--- config.mk ---
export PLATFORM = sky130hd
export DESIGN_NAME = noek_round
export DESIGN_NICKNAME = d
export VERILOG_FILES = /design/src/rtl/noek_pkg.sv /design/src/rtl/noek_round.sv
export SDC_FILE = /design/constraint.sdc
export NUM_CORES = 1
export LEC_CHECK = 0
export ABC_AREA = 0
export BUFFER_PORTS_ARGS = -buffer_cell sky130_fd_sc_hd__buf_2
export CAP_MARGIN = 30
export CORE_AREA = 3 3 201 203
export CTS_CLUSTER_SIZE = 10
export DETAILED_ROUTE_END_ITERATION = 8
export DIE_AREA = 0 0 204 206
export GPL_TIMING_DRIVEN = 0
export HOLD_SLACK_MARGIN = 0.05
export MAX_ROUTING_LAYER = met4
export PLACE_DENSITY_LB_ADDON = 0.25
export SYNTH_ARGS = -nofsm -noshare
export SYNTH_HDL_FRONTEND = slang
export SYNTH_SLANG_ARGS = --single-unit
--- constraint.sdc ---
create_clock -name clk -period 8.9 [get_ports clk]
set_clock_uncertainty 0.2 [all_clocks]
set_input_delay 0 -clock clk [delete_from_list [all_inputs] [get_ports clk]]
set_output_delay 0 -clock clk [all_outputs]
set_load 0.1 [all_outputs]
--- src/rtl/noek_pkg.sv ---
package noek_pkg;

  localparam int ROUND_COUNT_DEFAULT = 16;
  localparam int WORD_W = 32;
  localparam int RC_IDX_W = 5;
  localparam int CFG_IDX_W = 2;

  localparam logic [CFG_IDX_W-1:0] REG_KEY_WORD0 = 2'd0;
  localparam logic [CFG_IDX_W-1:0] REG_KEY_WORD1 = 2'd1;
  localparam logic [CFG_IDX_W-1:0] REG_KEY_WORD2 = 2'd2;
  localparam logic [CFG_IDX_W-1:0] REG_KEY_WORD3 = 2'd3;

  localparam logic OP_ENCRYPT = 1'b0;

  typedef logic [3:0][WORD_W-1:0] block_t;

  typedef struct packed {
    logic   op;
    block_t w;
  } stage_t;

  function automatic logic [7:0] rc(input logic [RC_IDX_W-1:0] i);
    logic [7:0] c;
    case (i)
      5'd0:    c = 8'h80;
      5'd1:    c = 8'h1B;
      5'd2:    c = 8'h36;
      5'd3:    c = 8'h6C;
      5'd4:    c = 8'hD8;
      5'd5:    c = 8'hAB;
      5'd6:    c = 8'h4D;
      5'd7:    c = 8'h9A;
      5'd8:    c = 8'h2F;
      5'd9:    c = 8'h5E;
      5'd10:   c = 8'hBC;
      5'd11:   c = 8'h63;
      5'd12:   c = 8'hC6;
      5'd13:   c = 8'h97;
      5'd14:   c = 8'h35;
      5'd15:   c = 8'h6A;
      5'd16:   c = 8'hD4;
      default: c = 8'h00;
    endcase
    return c;
  endfunction

  function automatic logic [WORD_W-1:0] rol(input logic [WORD_W-1:0] x, input int n);
    return (x << n) | (x >> (WORD_W - n));
  endfunction

  function automatic logic [WORD_W-1:0] mix(input logic [WORD_W-1:0] t);
    return t ^ rol(t, 24) ^ rol(t, 8);
  endfunction

  function automatic block_t theta(input block_t s, input block_t k);
    block_t r;
    logic [WORD_W-1:0] t;
    r = s;
    t = mix(r[0] ^ r[2]);
    r[1] = r[1] ^ t;
    r[3] = r[3] ^ t;
    r = r ^ k;
    t = mix(r[1] ^ r[3]);
    r[0] = r[0] ^ t;
    r[2] = r[2] ^ t;
    return r;
  endfunction

  function automatic block_t gamma_layer(input block_t s);
    block_t r;
    logic [WORD_W-1:0] t;
    r = s;
    r[1] = r[1] ^ ~(r[3] | r[2]);
    r[0] = r[0] ^ (r[2] & r[1]);
    t = r[3];
    r[3] = r[0];
    r[0] = t;
    r[2] = r[2] ^ r[0] ^ r[1] ^ r[3];
    r[1] = r[1] ^ ~(r[3] | r[2]);
    r[0] = r[0] ^ (r[2] & r[1]);
    return r;
  endfunction

  function automatic block_t one_round(input block_t s, input block_t k,
                                       input logic [7:0] c_pre, input logic [7:0] c_post);
    block_t r;
    r = s;
    r[0] = r[0] ^ {24'd0, c_pre};
    r = theta(r, k);
    r[0] = r[0] ^ {24'd0, c_post};
    r[1] = rol(r[1], 1);
    r[2] = rol(r[2], 5);
    r[3] = rol(r[3], 2);
    r = gamma_layer(r);
    r[1] = rol(r[1], 31);
    r[2] = rol(r[2], 27);
    r[3] = rol(r[3], 30);
    return r;
  endfunction

endpackage

--- src/rtl/noek_round.sv ---
module noek_round #(
  parameter int ROUND_COUNT = noek_pkg::ROUND_COUNT_DEFAULT,
  parameter int STAGE = 0
) (
  input  logic             clk,
  input  logic             rst,
  input  noek_pkg::block_t key,
  input  noek_pkg::block_t wkey,
  input  logic             up_valid,
  output logic             up_ready,
  input  noek_pkg::stage_t up_data,
  output logic             dn_valid,
  input  logic             dn_ready,
  output noek_pkg::stage_t dn_data
);

  localparam logic [noek_pkg::RC_IDX_W-1:0] ENC_IDX = noek_pkg::RC_IDX_W'(STAGE);
  localparam logic [noek_pkg::RC_IDX_W-1:0] DEC_IDX =
    noek_pkg::RC_IDX_W'(ROUND_COUNT - STAGE);

  logic             valid;
  noek_pkg::stage_t data;
  noek_pkg::stage_t data_next;

  assign up_ready = !valid || dn_ready;

  always_comb begin
    data_next.op = up_data.op;
    if (up_data.op == noek_pkg::OP_ENCRYPT) begin
      data_next.w = noek_pkg::one_round(up_data.w, key, noek_pkg::rc(ENC_IDX), 8'h00);
    end else begin
      data_next.w = noek_pkg::one_round(up_data.w, wkey, 8'h00, noek_pkg::rc(DEC_IDX));
    end
  end

  always_ff @(posedge clk) begin
    if (rst) begin
      valid <= 1'b0;
    end else if (up_ready) begin
      valid <= up_valid;
    end
  end

  always_ff @(posedge clk) begin
    if (up_ready && up_valid) begin
      data <= data_next;
    end
  end

  assign dn_valid = valid;
  assign dn_data  = data;

endmodule

# Yosys cells after proc, flatten, opt, wreduce, memory -nomap -nowiden
# Cells that the tools add are included.
[op_classes] mux=1 bitwise_logic=70 n_reduce_logical=3
[ops] operator="$xor A32 B32 Y32" count=34
[ops] operator="$xor A128 B128 Y128" count=2
[ops] operator="$and A32 B32 Y32" count=4
[ops] operator="$mux W128" count=1
[ops] operator="$not A32 Y32" count=4
[ops] operator="$or A32 B24 Y32" count=4
[ops] operator="$or A32 B32 Y32" count=4
[ops] operator="$or A32 B8 Y32" count=4
[ops] operator="$or A32 B1 Y32" count=2
[ops] operator="$or A32 B2 Y32" count=2
[ops] operator="$or A32 B27 Y32" count=2
[ops] operator="$or A32 B30 Y32" count=2
[ops] operator="$or A32 B31 Y32" count=2
[ops] operator="$or A32 B5 Y32" count=2
[ops] operator="$not A4 Y4" count=1
[ops] operator="$logic_and A1 B1 Y1" count=1
[ops] operator="$logic_not A1 Y1" count=1
[ops] operator="$logic_or A1 B1 Y1" count=1
[ops] operator="$not A1 Y1" count=1
[word_totals] ff_bits=130 output_inout_bits=131 word_cells=80

# Logic depth before layout (Yosys ltp)
[logic_depth] ltp_word=25 depth_mapped=12

# Worst setup path after synthesis
# Ideal clock, no wire load.
[synth_timing] path_kind="reg2reg" start="reg valid (netlist: dn_valid)" end="reg data, in the netlist dn_data[0], enable pin" setup_ps=502 arrival_ps=4639 path_slack_ps=3559 path_stages_with_launch=3 n_path_buf=0 cell_sequence="dfxtp_1 nand2b_1 and2_1"
[synth_via] elab_chain_cells=3
[synth_lines] item="start: declaration" line_no="noek_round.sv:21" rtl="logic valid;"
[synth_lines] item="start signal: assignment" line_no="noek_round.sv:40" rtl="valid <= up_valid;"
[synth_lines] item="$logic_not A1 Y1" line_no="noek_round.sv:25" rtl="assign up_ready = !valid || dn_ready;"
[synth_lines] item="$logic_or A1 B1 Y1" line_no="noek_round.sv:25"
[synth_lines] item="named net up_ready" line_no="noek_round.sv:10" rtl="output logic up_ready,"
[synth_lines] item="$logic_and A1 B1 Y1" line_no="noek_round.sv:45" rtl="if (up_ready && up_valid) begin"
[synth_lines] item="end signal: assignment" line_no="noek_round.sv:46" rtl="data <= data_next;"
[synth_lines] item="end: declaration" line_no="noek_round.sv:22" rtl="noek_pkg::stage_t data;"
# The timed path passes the listed nets, and every way through them passes these cells.
# A chain may end at the register's enable or synchronous reset.

==> flow_metrics.py <==
metrics = {
    "global_route": {
        "grt_pass1_vias": 16500,
        "grt_max_degree": 55,
        "grt_pass1_wl_mm": 107,
        "grt_antenna_before_repair": 2,
        "grt-ovfl-total": 0,
        "grt_usage_pct": 37.1,
    },
    "yosys": {
        "syn-num-nets": 2458,
        "synth_seq_cells": 130,
        "synth_flop_cell": "edfxtp_1",
        "yosys_warnings": 0,
        "yosysUniqueCellTypes": 41,
        "ys_async_sr_fraction_pct": 0,
        "synth_cells": 2005,
        "synth_edf_count": 129,
        "ys_seq_area_share_pct": 19.5,
        "syn_area_per_cell_sq_um": 9.96,
        "synthesis.area_sq_um": 20000,
    },
    "route": {
        "routed_wl_mm": 78.2,
        "via_per_inst": 5.42,
        "antenna_left": 0,
        "drc": 0,
        "wire_per_inst_um": 25.2,
        "drtPass1Iterations": 6,
        "drtIter0Drc": 1493,
        "vias": 16800,
    },
    "clock_network": {
        "cts.repair.resized": 0,
        "clk_pin_slew_ps": 70,
        "post_cts_buffers": 0,
        "ctsRootBufferMaster": "clkbuf_16",
        "cts_buffers": 17,
        "cts_tree": "yes",
        "clock_insertion_delay_worst_skew_ps": 460,
        "clk_path_buf_depth": 2,
        "htree_levels": 4,
        "cts_sinks": 130,
    },
    "timing": {
        "setup_tns_ps": 0,
        "clock.fmax_ghz": 0.239,
        "fin_ws_ps": 4710,
        "rsz0062_at_grt": "false",
        "hold_violations": 0,
        "relSlewSlack_pct": 29.4,
        "drv_slew": 0,
        "holdWs_ps": 101,
        "fin_crit_sh_pct": 47.0,
        "period_needed_ps": 4190,
        "finalSetupViolCount": 0,
        "max_slew.worst_pin.slew_ps": 1060,
    },
    "setup_path": {
        "slowest_stage": "xnor2_1",
        "rr_startpoint": "dn_valid",
        "reg2reg_depth": 4,
        "path_class": "in -> reg",
        "crit_chain": "buf_2, xnor2_1, xor2_1, xor3_1, xnor2_1, ha_1, xor2_1, xor2_1, nand2_1, mux2i_1, xor2_1, mux2i_1",
        "critPathBufInv": 1,
        "critPathMaxFanout": 4,
        "cp.arrival_ps": 4230,
        "required_ps": 8940,
        "crit_top_cell": "xor2_1",
        "crit_family": "XOR/XNOR gates",
        "startpoint_type": "primary input",
        "timing.rr.end": "dn_data[7]",
        "r2r_slack_ps": 6750,
        "end_kind": "flip-flop",
        "worst_path_largest_cell_delay_ps": 870,
    },
    "min_path": {
        "hold_class": "in -> reg",
        "min_from": "wkey[64]",
        "hold_end": "dn_data[99]",
        "min_path_cells": 7,
    },
    "die": {
        "dieArea_sq_um": 42000,
        "initial_core_util_pct": 51.7,
        "design.core.area_sq_um": 38600,
        "num_io_pins": 520,
        "num_rows": 72,
        "die_h_um": 206,
        "die_w_um": 204,
    },
    "place": {
        "pre_cts_slack_ps": 4450,
        "port_buffers": 519,
        "dp_hpwl_mm": 66.4,
        "placed_cell_area_sq_um": 23500,
        "gp_congestion": 0.974,
    },
    "layout": {
        "area_delta_synth_final_pct": 21.1,
        "final_layout_size_suffix_gt1_share_pct": 24.8,
        "fin_area_sq_um": 24200,
        "nNetsFinal": 3020,
    },
    "flow_run": {
        "max_cap_viol_count": 0,
    },
    "run_status": {
        "status": "completed",
    },
}
-- layout by cell type (no fill, tap or decap), drive strengths merged, types with 37 or more instances in the layout --
cell    netlist  routed
buf           5     543
nand2        73      73
o21ai        56      56
xor2        222     222
edfxtp      129     129
ha           64      64
a21oi       112     112
inv          51      52
mux2         37      37
xnor2       838     838
xnor3        86      86
nor2        192     192
-- synth_stat cells (all sizes together) (27+ instances only) --
cell type / n / area (sq um)
nor2: 192 / 721
xnor2: 838 / 7500
edfxtp: 129 / 3870
xnor3: 86 / 1940
o21ai: 56 / 280
inv: 51 / 191
nand2: 73 / 274
xor2: 222 / 1970
mux2: 37 / 417
ha: 64 / 801
xor3: 27 / 649
a21oi: 112 / 564
-- worst register-to-register path, stage by stage (launching register included) --
cell and delay (ps):
dfxtp_1 310, nand2b_1 110, and2_4 500, buf_12 310, buf_16 340
-- what timing repair did --
action | CTS | global route
endpoints found under the hold margin | 43 | 0
setup endpoints to repair | 0 | 0
hold buffers | 5 | 0
-- metrics by stage --
stage	instances	util, %
final	3099	62.6
after global routing	3099	62.6
after CTS	3095	62.5
after detailed placement	3058	60.7
after global placement	3042	60.1
after floorplan	2005	-
-- cell type report --
class	instances	area, sq um
repair buffers	543	2930
multi-input cells	1801	15800
inverters	51	191
fillers	3289	14500
clock buffers	18	429
flip-flops and latches	130	3890
plain buffers	23	90.1
well taps	518	648
clock inverters	14	211
diodes	1	2.50
-- cells by family (layout without fill, tap and decap cells) --
family,after synthesis,after routing,share of synthesized area (%)
xor+xnor,1173,1173,60.4
simple gates,319,319,6.53
compound gates,182,182,4.79
flops,130,130,19.5
buf+inv,74,649,1.40
fa+ha+maj,64,64,4.01
mux,63,63,3.39
other cells,0,1,0
-- state kept, by name, summed over array words and instances, names as in the netlist --
register,flops
dn_data,129
dn_valid,1
-- routing by layer --
layer,global-route usage (%),vias to the layer above,wire length [um]
li1,-,7708,-
met1,46.6,8040,31300
met2,61.3,889,37100
met3,4.96,155,6520
met4,14.2,0,3330
met5,-,-,0
-- how the worst max path moves through the flow --
stage	from	to	cells after the start
floorplan	dn_valid	dn_data[0]	2
global placement	dn_valid	dn_data[102]	2
detailed placement	up_data[99]	dn_data[8]	12
CTS	up_data[99]	dn_data[8]	12
global route	up_data[99]	dn_data[8]	12
finish	up_data[99]	dn_data[8]	12
Power is not shown: default switching activity piles up to over one toggle a cycle in this logic, so the estimate is an artifact.
